$ cat src/hw/rtl/otg_pkg.sv
package otg_pkg;

   // Default tape width limit, used by the top level parameter.
   localparam int MAX_COLUMNS_DEF = 30;

   // Field widths
   localparam int ANGLE_W   = 13;
   localparam int ROW_W     = 4;
   localparam int OUT_ROW_W = 5;
   localparam int COL_W     = 5;
   localparam int GLYPH_W   = 8;
   localparam int RING_W    = 6;
   localparam int Q30_W     = 8;
   localparam int CENTER_W  = 11;
   localparam int ADDR_W    = 5;
   localparam int DATA_W    = 32;

   // Angle arithmetic, sixteenths of a degree
   localparam logic [ANGLE_W-1:0] FULL_TURN  = 13'd5760;
   localparam logic [ANGLE_W-1:0] HALF_TURN  = 13'd2880;
   localparam logic [7:0]         STEP_ANGLE = 8'd120;
   localparam logic [RING_W-1:0]  RING_LAST  = 6'd47;

   // x/30 as (x * 8739) >> 18, exact for x below 10082
   localparam logic [13:0] DIV30_MUL   = 14'd8739;
   localparam int          DIV30_SHIFT = 18;
   localparam int          PROD_W      = 27;

   // Register reset and clamp values
   localparam logic [COL_W-1:0] TAPE_RESET  = 5'd12;
   localparam logic [COL_W-1:0] MIN_COLUMNS = 5'd3;

   // Font codes
   localparam logic [GLYPH_W-1:0] GLYPH_BLANK   = 8'h00;
   localparam logic [GLYPH_W-1:0] GLYPH_NORTH   = 8'h18;
   localparam logic [GLYPH_W-1:0] GLYPH_EAST    = 8'h0F;
   localparam logic [GLYPH_W-1:0] GLYPH_SOUTH   = 8'h1D;
   localparam logic [GLYPH_W-1:0] GLYPH_WEST    = 8'h21;
   localparam logic [GLYPH_W-1:0] GLYPH_MAJ_P0  = 8'hD2;
   localparam logic [GLYPH_W-1:0] GLYPH_MAJ_P1  = 8'hD4;
   localparam logic [GLYPH_W-1:0] GLYPH_MAJ_P2  = 8'hD3;
   localparam logic [GLYPH_W-1:0] GLYPH_MAJ_P3  = 8'hD5;
   localparam logic [GLYPH_W-1:0] GLYPH_MIN_EVN = 8'hD0;
   localparam logic [GLYPH_W-1:0] GLYPH_MIN_ODD = 8'hD1;

   // Ring positions of the cardinal letters
   localparam logic [RING_W-1:0] RING_NORTH = 6'd0;
   localparam logic [RING_W-1:0] RING_EAST  = 6'd12;
   localparam logic [RING_W-1:0] RING_SOUTH = 6'd24;
   localparam logic [RING_W-1:0] RING_WEST  = 6'd36;

   typedef enum logic [2:0] {
      REG_BASE_ROW    = 3'd0,
      REG_BASE_COLUMN = 3'd1,
      REG_TAPE_COLS   = 3'd2,
      REG_RIGHT_ARROW = 3'd3,
      REG_LEFT_ARROW  = 3'd4,
      REG_UP_ARROW    = 3'd5
   } reg_idx_type;

   // Register values plus a few figures derived from them
   typedef struct packed {
      logic [ROW_W-1:0]    base_row;
      logic [COL_W-1:0]    base_column;
      logic [COL_W-1:0]    tape_columns;
      logic [GLYPH_W-1:0]  right_arrow_glyph;
      logic [GLYPH_W-1:0]  left_arrow_glyph;
      logic [GLYPH_W-1:0]  up_arrow_glyph;
      logic [COL_W-1:0]    width;          // clamped tape width
      logic [CENTER_W-1:0] center_angle;   // center column times one step
      logic [RING_W-1:0]   last_cell_idx;  // cells per item minus one
   } otg_cfg_type;

   // One tape update handed from the angle pipeline to the cell emitter
   typedef struct packed {
      logic              right;
      logic [1:0]        phase;
      logic [RING_W-1:0] ie;       // ring position of the leftmost inner column
      logic [RING_W-1:0] ie_mark;  // same, offset by the bearing marker
   } otg_task_type;

   function automatic logic [Q30_W-1:0] div30(input logic [ANGLE_W-1:0] x);
      logic [PROD_W-1:0] p;
      p = PROD_W'(x) * PROD_W'(DIV30_MUL);
      return p[DIV30_SHIFT +: Q30_W];
   endfunction

   function automatic logic [GLYPH_W-1:0] card_glyph(input logic [RING_W-1:0] ie);
      logic [GLYPH_W-1:0] g;
      g = GLYPH_BLANK;
      if (ie == RING_NORTH) g = GLYPH_NORTH;
      if (ie == RING_EAST)  g = GLYPH_EAST;
      if (ie == RING_SOUTH) g = GLYPH_SOUTH;
      if (ie == RING_WEST)  g = GLYPH_WEST;
      return g;
   endfunction

   // True on ring positions that are multiples of three
   function automatic logic tick_major(input logic [RING_W-1:0] ie);
      logic r;
      r = 1'b0;
      for (int k = 0; k < 16; k++) begin
         if (ie == RING_W'(3 * k)) r = 1'b1;
      end
      return r;
   endfunction

   function automatic logic [GLYPH_W-1:0] top_glyph(input logic major,
                                                   input logic [1:0] phase);
      logic [GLYPH_W-1:0] g;
      if (major) begin
         case (phase)
            2'd0:    g = GLYPH_MAJ_P0;
            2'd1:    g = GLYPH_MAJ_P1;
            2'd2:    g = GLYPH_MAJ_P2;
            default: g = GLYPH_MAJ_P3;
         endcase
      end else begin
         g = phase[0] ? GLYPH_MIN_ODD : GLYPH_MIN_EVN;
      end
      return g;
   endfunction

endpackage

$ cat src/hw/rtl/otg_front.sv
module otg_front import otg_pkg::*; (
   input  logic               clock,
   input  logic               reset,
   input  otg_cfg_type        cfg,
   input  logic               in_valid,
   output logic               in_ready,
   input  logic [ANGLE_W-1:0] heading,
   input  logic [ANGLE_W-1:0] bearing,
   output logic               task_valid,
   input  logic               task_ready,
   output otg_task_type       task_out
);

   // stage 1: angles reduced to one turn
   logic               v1_ff, v1_in;
   logic [ANGLE_W-1:0] h1_ff, h1_in, b1_ff, b1_in;
   // stage 2: turn side, tape offset and bearing complement
   logic               v2_ff, v2_in;
   logic               right2_ff, right2_in;
   logic [ANGLE_W-1:0] hs2_ff, hs2_in, bs2_ff, bs2_in;
   // stage 3: quotients by 30
   logic               v3_ff, v3_in;
   logic               right3_ff, right3_in;
   logic [Q30_W-1:0]   qh3_ff, qh3_in, qb3_ff, qb3_in;
   // stage 4: ring positions
   logic               v4_ff, v4_in;
   otg_task_type       t4_ff, t4_in;

   logic rdy1, rdy2, rdy3, rdy4;

   logic signed [ANGLE_W:0] diff;
   logic signed [ANGLE_W:0] hs_raw;
   logic [RING_W-1:0]       whole, marker, ie0;
   logic [RING_W:0]         mark_sum;

   assign rdy4     = !v4_ff || task_ready;
   assign rdy3     = !v3_ff || rdy4;
   assign rdy2     = !v2_ff || rdy3;
   assign rdy1     = !v1_ff || rdy2;
   assign in_ready = rdy1;

   always_comb begin
      v1_in = v1_ff;
      h1_in = h1_ff;
      b1_in = b1_ff;
      if (rdy1) begin
         v1_in = in_valid;
         h1_in = (heading >= FULL_TURN) ? heading - FULL_TURN : heading;
         b1_in = (bearing >= FULL_TURN) ? bearing - FULL_TURN : bearing;
      end
   end

   always_comb begin
      diff   = $signed({1'b0, b1_ff}) - $signed({1'b0, h1_ff});
      hs_raw = $signed((ANGLE_W+1)'(cfg.center_angle)) - $signed({1'b0, h1_ff});
      v2_in     = v2_ff;
      right2_in = right2_ff;
      hs2_in    = hs2_ff;
      bs2_in    = bs2_ff;
      if (rdy2) begin
         v2_in = v1_ff;
         // plus half turn is right, minus half turn and zero are left
         right2_in = (diff > 0 && diff <= $signed({1'b0, HALF_TURN})) ||
                     (diff < -$signed({1'b0, HALF_TURN}));
         hs2_in = hs_raw[ANGLE_W] ? ANGLE_W'(hs_raw + $signed({1'b0, FULL_TURN}))
                                  : hs_raw[ANGLE_W-1:0];
         bs2_in = (b1_ff == '0) ? '0 : FULL_TURN - b1_ff;
      end
   end

   always_comb begin
      v3_in     = v3_ff;
      right3_in = right3_ff;
      qh3_in    = qh3_ff;
      qb3_in    = qb3_ff;
      if (rdy3) begin
         v3_in     = v2_ff;
         right3_in = right2_ff;
         qh3_in    = div30(hs2_ff);
         qb3_in    = div30(bs2_ff);
      end
   end

   always_comb begin
      whole    = qh3_ff[Q30_W-1:2];
      marker   = qb3_ff[Q30_W-1:2];
      ie0      = (whole == '0) ? '0 : RING_LAST + 6'd1 - whole;
      mark_sum = {1'b0, ie0} + {1'b0, marker};
      v4_in    = v4_ff;
      t4_in    = t4_ff;
      if (rdy4) begin
         v4_in       = v3_ff;
         t4_in.right = right3_ff;
         t4_in.phase = qh3_ff[1:0];
         t4_in.ie    = ie0;
         t4_in.ie_mark = (mark_sum > {1'b0, RING_LAST}) ?
                         RING_W'(mark_sum - {1'b0, RING_LAST} - 7'd1) : mark_sum[RING_W-1:0];
      end
   end

   always_ff @(posedge clock) begin
      if (reset) begin
         v1_ff <= 1'b0;
         v2_ff <= 1'b0;
         v3_ff <= 1'b0;
         v4_ff <= 1'b0;
      end else begin
         v1_ff <= v1_in;
         v2_ff <= v2_in;
         v3_ff <= v3_in;
         v4_ff <= v4_in;
      end
   end

   always_ff @(posedge clock) begin
      h1_ff     <= h1_in;
      b1_ff     <= b1_in;
      right2_ff <= right2_in;
      hs2_ff    <= hs2_in;
      bs2_ff    <= bs2_in;
      right3_ff <= right3_in;
      qh3_ff    <= qh3_in;
      qb3_ff    <= qb3_in;
      t4_ff     <= t4_in;
   end

   assign task_valid = v4_ff;
   assign task_out   = t4_ff;

endmodule

$ cat config.mk
export PLATFORM = sky130hd
export DESIGN_NAME = otg_front
export DESIGN_NICKNAME = d
export VERILOG_FILES = /design/src/hw/rtl/otg_pkg.sv /design/src/hw/rtl/otg_front.sv
export SDC_FILE = /design/constraint.sdc
export NUM_CORES = 1
export LEC_CHECK = 0
export BUFFER_PORTS_ARGS = -buffer_cell sky130_fd_sc_hd__buf_2
export CORE_MARGIN = 1
export CORE_UTILIZATION = 30
export CTS_BUF_LIST = sky130_fd_sc_hd__clkbuf_4 sky130_fd_sc_hd__clkbuf_8
export CTS_CLUSTER_SIZE = 40
export DETAILED_ROUTE_END_ITERATION = 16
export GPL_TIMING_DRIVEN = 1
export PLACE_DENSITY = 0.55
export SLEW_MARGIN = 15
export SYNTH_ARGS = -nofsm -noshare
export SYNTH_HDL_FRONTEND = slang
export SYNTH_SLANG_ARGS = --single-unit
$ cat constraint.sdc
create_clock -name clock -period 12.7 [get_ports clock]
set_input_delay 2.54 -clock clock [delete_from_list [all_inputs] [get_ports clock]]
set_output_delay 2.54 -clock clock [all_outputs]
set_load 0.1 [all_outputs]
# Word-level counts from Yosys, hierarchy flattened
# Index checks and enable logic that the tools add are counted.
# word_totals
regBits	89
input_bits	90
out_inout_bits	17
wordCells	51
# classes
n_addsub	10
n_mul	2
order_cmp	6
mux	5
n_reduce_logical	12
# ops
cell	count
multiplier 13 x 14 -> 26 bit, second input constant	2
two-way mux 13 bit	3
>= comparator 13 bit, second input constant	2
subtractor 13 bit, second input constant	2
greater-than comparator 14 x 1 -> 1 bit, second input constant	1
<= comparator 14 x 13 -> 1 bit, second input constant	1
less-than comparator 14 x 13 -> 1 bit, second input constant	1
subtractor 11 x 13 -> 14 bit	1
subtractor 13 x 13 -> 14 bit	1
adder 13 bit, second input constant	1
logical NOT 13 bit	1
subtractor 13 bit, first input constant	1
two-way mux 6 bit	2
adder 6 x 6 -> 7 bit	1
greater-than comparator 7 x 6 -> 1 bit, second input constant	1
logical NOT 6 bit	1
subtractor 6 x 1 -> 6 bit, second input constant	1
subtractor 6 bit, first input constant	1
subtractor 6 bit, second input constant	1
logical OR 1 bit	5
logical NOT 1 bit	4
logical AND 1 bit	1

# Longest topological paths before layout
# Gate-level depths: netlist (run 1).
# logic_depth
depth_word	6
depth_mapped	19
depth_no_buf	19

# Worst setup path after synthesis (run 1)
# Ideal clock, no wire load.
# synth_path
path_type	input to output
start	in task_ready
end	out in_ready
arrival_time_ns	4.009
required_time_ns	10.160
path_slack_ns	6.151
stages	3
path_buffers	0
path_cell_list	nor2b_1 and3_1 nand2_1
# synth_between
elab_chain_cells	4
# synth_lines
item	line	source
from (decl)	otg_front.sv:10	input logic task_ready,
logical OR 1 bit	otg_front.sv:36	assign rdy4 = !v4_ff || task_ready;
logical OR 1 bit	otg_front.sv:37	assign rdy3 = !v3_ff || rdy4;
logical OR 1 bit	otg_front.sv:38	assign rdy2 = !v2_ff || rdy3;
logical OR 1 bit	otg_front.sv:39	assign rdy1 = !v1_ff || rdy2;
to (decl)	otg_front.sv:6	output logic in_ready,
# No other way between the ends.

# Worst setup path after layout (run 1)
# Same ends and word-level chain as after synthesis.

==> results of run 1 <==
power groups by stage:
stage               logic, mW  registers [mW]  clock network, mW
finish                   1.78           0.518              0.252
global route             2.07           0.531              0.270
CTS                      1.82           0.521              0.261
detailed placement       1.80           0.527                  0
global placement         1.77           0.526                  0
floorplan                1.26           0.690                  0
layer usage:
metal,share of wire [%],GRT usage (%),up-vias
met5,0,0,-
met4,0.85,2.80,0
li1,-,-,3087
met3,3.9,2.52,8
met2,42,18.3,90
met1,53,16.5,2631
flip-flops by register name, summed over array words and instances (netlist names):
register,flops
h1_ff,13
qh3_ff,8
task_out,15
v3_ff,1
right3_ff,1
bs2_ff,13
b1_ff,13
v2_ff,1
task_valid,1
right2_ff,1
qb3_ff,6
hs2_ff,13
v1_ff,1
cell families (layout without fill, tap and decap cells):
kind of cell | count (synthesis) | in the layout
compound gates | 155 | 155
xor+xnor | 48 | 48
fa+ha+maj | 219 | 219
buf+inv | 155 | 226
flops | 87 | 87
mux | 5 | 5
other cells | 0 | 1
simple gates | 171 | 171
worst max-delay path by stage:
stage	start	end	slack, ns	cells after the start
5_1_grt	task_ready	in_ready	6.15	6
3_3_place_gp	task_ready	in_ready	6.27	6
4_1_cts	task_ready	in_ready	6.25	6
6_report	task_ready	in_ready	6.26	6
3_5_place_dp	task_ready	in_ready	6.25	6
2_1_floorplan	task_ready	in_ready	6.15	3
critical path: cells and delay by family:
| family | cells | cell delay, ns |
|---|---|---|
| and+or+nand+nor | 3 | 0.39 |
| buffers and inverters | 3 | 0.94 |
stage by stage:
| step | setup slack, ns | cell area (µm²) |
|---|---|---|
| floorplan | 6.15 | 8570 |
| global placement | 6.27 | 9320 |
| detailed placement | 6.25 | 9320 |
| CTS | 6.25 | 9590 |
| global route | 6.15 | 9590 |
| finish | 6.26 | 9590 |
area by class of cell:
type	instances	area [µm²]
fillers	2889	18300
multi-input cells	598	5410
flip-flops and latches	87	2570
inverters	151	567
well taps	378	473
repair buffers	59	300
clock inverters	6	133
clock buffers	10	131
diodes	1	2.50
cells in the final DEF (no fill, tap or decap), types with 4 or more instances in the layout:
cell type	synthesis	routed
a211oi_1	8	8
a21o_1	21	21
a21oi_1	38	38
a31oi_1	8	8
and2_1	6	6
and3_1	4	4
buf_2	0	57
bufinv_16	0	4
clkbuf_8	0	9
dfxtp_1	4	4
edfxtp_1	83	83
fa_1	41	41
ha_1	178	178
inv_1	151	151
nand2_1	29	29
nand2b_1	14	14
nand3_1	11	11
nand4_1	6	6
nor2_1	44	44
nor2b_1	10	10
nor3_1	21	21
nor4_1	6	6
o21a_1	11	11
o21ai_0	31	31
o21bai_1	4	4
or2_2	6	6
or4_1	4	4
xnor2_1	31	31
xor2_1	17	17
==> flow_summary.toml, run 1 <==
[status]
status = "finished, final reports clean"

[setup_path]
r2r-end = "qb3_ff[7]$_DFFE_PP_"
arrival_ns = 3.90
worstRegToRegCells = 17
crit_type = "in -> out"
critPathSlowestCell = "buf_2"
r2r_slack_ns = 7.89
critPathLaunchType = "primary input"
crit_chain = "buf_2 -> nor2b_1 -> and3_1 -> nand2_1 -> buf_4 -> buf_2"
path_common_cell = "buf_2"
slowest_delay_ns = 0.51
cp.required_ns = 10.16
critPathCaptureType = "output port"
crit_path_max_fanout = 27
regToRegStartpoint = "bs2_ff[11]$_SDFFCE_PN0P_"

[synth]
synth-compound-area-share_pct = 11.8
synth-simple-area-share_pct = 10.2
ys_top_cells_by_area = "edfxtp_1, ha_1, fa_1"
syn_nets = 1149
synth.distinct_cells = 56
synth_top_family_by_area = "adder cells"
synthMuxAreaShare_pct = 0.613
yosysWarningCount = 0
synth.yosys.seq_area_share_pct = 30.0
avgSynthCellArea_um2 = 10.2
synth_top_cell_by_area = "edfxtp_1"
synth_common_cells = "ha_1, inv_1, edfxtp_1, nor2_1, fa_1"
synthMostInstantiatedCell = "ha_1"
synth_edf_count = 83
synth_xor_area_share_pct = 4.91
synth_async_sr_flop_share_pct = 0
synth_fa_ha_area_share_pct = 35.6
synth-seq-cells = 87
synth_top_area_share_pct = 29.1
synth_area_mm2 = 0.00857
ys.flop_type = "edfxtp_1"
syn_inst = 840

[min_path]
hold_class = "reg -> reg"
hold_depth = 0
hold_start = "right2_ff$_DFFE_PP_"
hold_end = "right3_ff$_DFFE_PP_"

[job]
maxCapViolCount = 0

[placed_design]
port-buffer-count = 57
dp_cells = 1273
gp_congestion = 0.824
place_hpwl_mm = 13.4

[die]
die_x_um = 171
io_pins = 107
dieArea_mm2 = 0.0292
die_h_um = 171
initial_core_util_pct = 30.7
core-area_mm2 = 0.0279
rows = 61

[timing]
drv_slew = 0
fin_hold_ws_ns = 0.431
tightestPinTransition_ns = 1.07
hold_viol = 0
slew_headroom_pct = 28.7
period_minus_slack_ns = 6.44
fmax_mhz = 155
timing.setup.tns_ns = 0
setup_violations = 0
rsz0062_at_grt = "no"
fin_crit_sh_pct = 50.7
worst_clock_skew_ns = 0.00685

[clock_network]
cts_buffers = 9
clock-sinks = 87
cts.path.max_buffers = 2
clock_latency_ns = 0.38
cts_setup_buffers = 0
cts_tree = "yes"
cts_hold_buf = 0
cts.reportedPaths.clkPinSlew_ns = 0.08
ctsResizeCount = 0
cts-root-buf = "clkbuf_8"
cts_htree_levels = 3

[cells_and_area]
drive_above_1_share_pct = 9.44
final_cells = 1290
fin_nets = 1215
final_core_util_pct = 34.3
area_growth_pct = 12.0

[pwr]
powerDensity_mw_per_mm2 = 266
power.switching_mw = 1.20
p_leak_nw = 4.71
combinationalPowerShare_pct = 69.8
irDropWorstVdd_mv = 0.111
netSwitchingFraction_pct = 47.1
power.internal_mw = 1.35
p_seq_share_pct = 20.3
total_power_mw = 2.55
clkPwrFrac_pct = 9.9

[global_route]
grt_pass1_vias = 5631
gr-total-overflow = 0
grt_first_pass_wirelength_mm = 27.1
grt_max_degree = 28
antenna_found_initial = 0
grt_use_total_pct = 11.7

[drt]
num_vias = 5816
drt_wl_total_mm = 15.8
wire_per_inst_um = 12.3
drt_iter0_drc = 209
vias_per_cell = 4.51
drc = 0
ant_nets = 0
first_pass_iters = 4
No activity file was read; power rests on OpenSTA's default activity.
==> run 2, diff against run 1 <==
--- a/config.mk
+++ b/config.mk
@@ -5,6 +5,7 @@
 export SDC_FILE = /design/constraint.sdc
 export NUM_CORES = 1
 export LEC_CHECK = 0
+export ABC_AREA = 1
 export BUFFER_PORTS_ARGS = -buffer_cell sky130_fd_sc_hd__buf_2
 export CORE_MARGIN = 1
 export CORE_UTILIZATION = 30
@@ -12,7 +13,7 @@
 export CTS_CLUSTER_SIZE = 40
 export DETAILED_ROUTE_END_ITERATION = 16
 export GPL_TIMING_DRIVEN = 1
-export PLACE_DENSITY = 0.55
+export PLACE_DENSITY = 0.56
 export SLEW_MARGIN = 15
 export SYNTH_ARGS = -nofsm -noshare
 export SYNTH_HDL_FRONTEND = slang
==> constraint.sdc (replaced) <==
create_clock -name clock -period 5.17 [get_ports clock]
set_input_delay 1.034 -clock clock [delete_from_list [all_inputs] [get_ports clock]]
set_output_delay 1.034 -clock clock [all_outputs]
set_load 0.1 [all_outputs]
==> run 2 against run 1 <==
Effect of this change: synthesized cell count is 38% higher; first-iteration DRC count is 17% higher; sequential share of layout area is 2.3 points lower; cell count is 27% higher; via count is 25% higher; critical path type is now reg -> reg; highest routed layer unchanged.
==> flow_summary.toml, run 2 <==
[synth]
synth_edf_count = 83
synth-seq-cells = 87
synthMostInstantiatedCell = "inv_1"
yosysWarningCount = 0
synth_top_cell_by_area = "edfxtp_1"
synth_area_mm2 = 0.00952
ys.flop_type = "edfxtp_1"
avgSynthCellArea_um2 = 8.20
ys_top_cells_by_area = "edfxtp_1, ha_1, inv_1"
synth.distinct_cells = 36
syn_nets = 1470
syn_inst = 1161
synth_top_area_share_pct = 26.2
synth.yosys.seq_area_share_pct = 27.0
synth_common_cells = "inv_1, nand2_1, ha_1, edfxtp_1, nor2_1"
synth_async_sr_flop_share_pct = 0

[timing]
tightestPinTransition_ns = 0.976
period_minus_slack_ns = 4.06
fin_crit_sh_pct = 78.6
worst_clock_skew_ns = 0.0179
fmax_mhz = 246
drv_slew = 0
slew_headroom_pct = 34.9
hold_viol = 0
rsz0062_at_grt = "no"
setup_violations = 0
timing.setup.tns_ns = 0

[cells_and_area]
largest_reg_flops = 15
layout_commonest_cell = "inv_1"
drive_above_1_share_pct = 8.82
layout_common_cells = "inv_1, nand2_1, ha_1"
area_growth_pct = 10.3
diodes = 0
fillers = 3265
fin_nets = 1540

[drt]
ant_nets = 0
drc = 0
wire_per_inst_um = 11.7
first_pass_iters = 7
drt_iter0_drc = 244
num_vias = 7286
vias_per_cell = 4.46
drt_wl_total_mm = 19.0

[placed_design]
port-buffer-count = 57
place_hpwl_mm = 16.6
gp_congestion = 0.821

[setup_path]
cp.required_ns = 5.29
crit_path_max_fanout = 5
path_common_cell = "inv_1"
critPathLaunchType = "register"
arrival_ns = 4.19
crit_buf_inv = 4
critPathSlowestCell = "fa_1"
crit_chain = "inv_1 -> ha_1 -> inv_1 -> fa_1 -> fa_1 -> inv_1 -> fa_1 -> inv_1 -> ha_1 -> nand2_1 -> nor4_1 -> o211ai_1 -> nand3_1 -> a21oi_1 -> xor2_1"
cp_top_family = "adder cells"
crit_type = "reg -> reg"
slowest_delay_ns = 0.52
critPathCaptureType = "register"

[clock_network]
cts_hold_buf = 0
cts.reportedPaths.clkPinSlew_ns = 0.10
cts_tree = "yes"
clock_latency_ns = 0.39
cts.path.max_buffers = 2
cts-root-buf = "clkbuf_8"
cts_setup_buffers = 0
clock-sinks = 87
cts_buffers = 9
ctsResizeCount = 0
cts_htree_levels = 3

[die]
core-area_mm2 = 0.0309
die_x_um = 180
initial_core_util_pct = 30.8
dieArea_mm2 = 0.0324
rows = 64
io_pins = 107
die_h_um = 180

[global_route]
grt_max_degree = 29
grt_pass1_vias = 7159
gr-total-overflow = 0
antenna_found_initial = 0
grt_first_pass_wirelength_mm = 33.0
grt_use_total_pct = 12.5

[job]
maxCapViolCount = 0

[min_path]
hold_class = "reg -> reg"

[status]
status = "finished, final reports clean"
[run 2: cell families (layout without fill, tap and decap cells)]
| logic type | count (synthesis) | in the layout | share of synthesized area [%] |
|---|---|---|---|
| AO/OA/AOI/OAI | 123 | 123 | 7.26 |
| XOR/XNOR | 39 | 39 | 3.67 |
| adder cells (fa/ha/maj) | 219 | 219 | 32.0 |
| buffers and inverters | 269 | 344 | 10.6 |
| flip-flops | 87 | 87 | 27.0 |
| AND/OR/NAND/NOR | 424 | 424 | 19.4 |
[run 2: final cells by class]
type | instances | area, µm² | area share, %
repair buffers | 59 | 300 | 2.86
clock buffers | 11 | 139 | 1.32
multi-input cells | 805 | 5940 | 56.6
flip-flops and latches | 87 | 2570 | 24.5
clock inverters | 5 | 43.8 | 0.417
well taps | 396 | 495 | 4.72
inverters | 269 | 1010 | 9.62
[run 2: final timing paths]
| check | endpoint | slack (ns) | depth (start not counted) | startpoint |
|---|---|---|---|---|
| hold reg to reg | task_out[13]$_DFFE_PP_ | 0.43 | 0 | qh3_ff[1]$_DFFE_PP_ |
| setup / recovery | qb3_ff[7]$_DFFE_PP_ | 1.11 | 15 | bs2_ff[11]$_SDFFCE_PN0P_ |
| setup reg to reg | qb3_ff[7]$_DFFE_PP_ | 1.11 | 15 | bs2_ff[11]$_SDFFCE_PN0P_ |
| hold / removal | task_out[13]$_DFFE_PP_ | 0.43 | 0 | qh3_ff[1]$_DFFE_PP_ |
[run 2: metal layers]
| metal | wire length (µm) | track usage, % |
|---|---|---|
| met3 | 587 | 2.32 |
| met1 | 9710 | 16.7 |
| met5 | 0 | 0 |
| met4 | 266 | 3.15 |
| met2 | 8490 | 20.6 |
[run 2: worst reg2reg max path: cells and delay by family (launching register included)]
| family | cells | cell delay (ns) |
|---|---|---|
| AO/OA/AOI/OAI | 2 | 0.25 |
| XOR/XNOR | 1 | 0.16 |
| adder cells (fa/ha/maj) | 5 | 2.13 |
| buffers and inverters | 4 | 0.24 |
| flip-flops | 1 | 0.46 |
| AND/OR/NAND/NOR | 3 | 0.57 |
[run 2: per-stage QoR]
| stage | util, % | setup WS [ns] | hold WS, ns | area, µm² | cells |
|---|---|---|---|---|---|
| floorplan | - | 0.969 | 0.400 | 9520 | 1161 |
| CTS | 34.0 | 1.09 | 0.434 | 10500 | 1632 |
| detailed placement | 33.4 | 1.12 | 0.412 | 10300 | 1616 |
| global placement | 33.4 | 1.15 | 0.406 | 10300 | 1616 |
| global route | 34.0 | 0.869 | 0.444 | 10500 | 1632 |
| finish | 34.0 | 1.11 | 0.431 | 10500 | 1632 |
Power of run 2 is not shown: default switching activity piles up to over one toggle a cycle in this logic, so the estimate is an artifact.
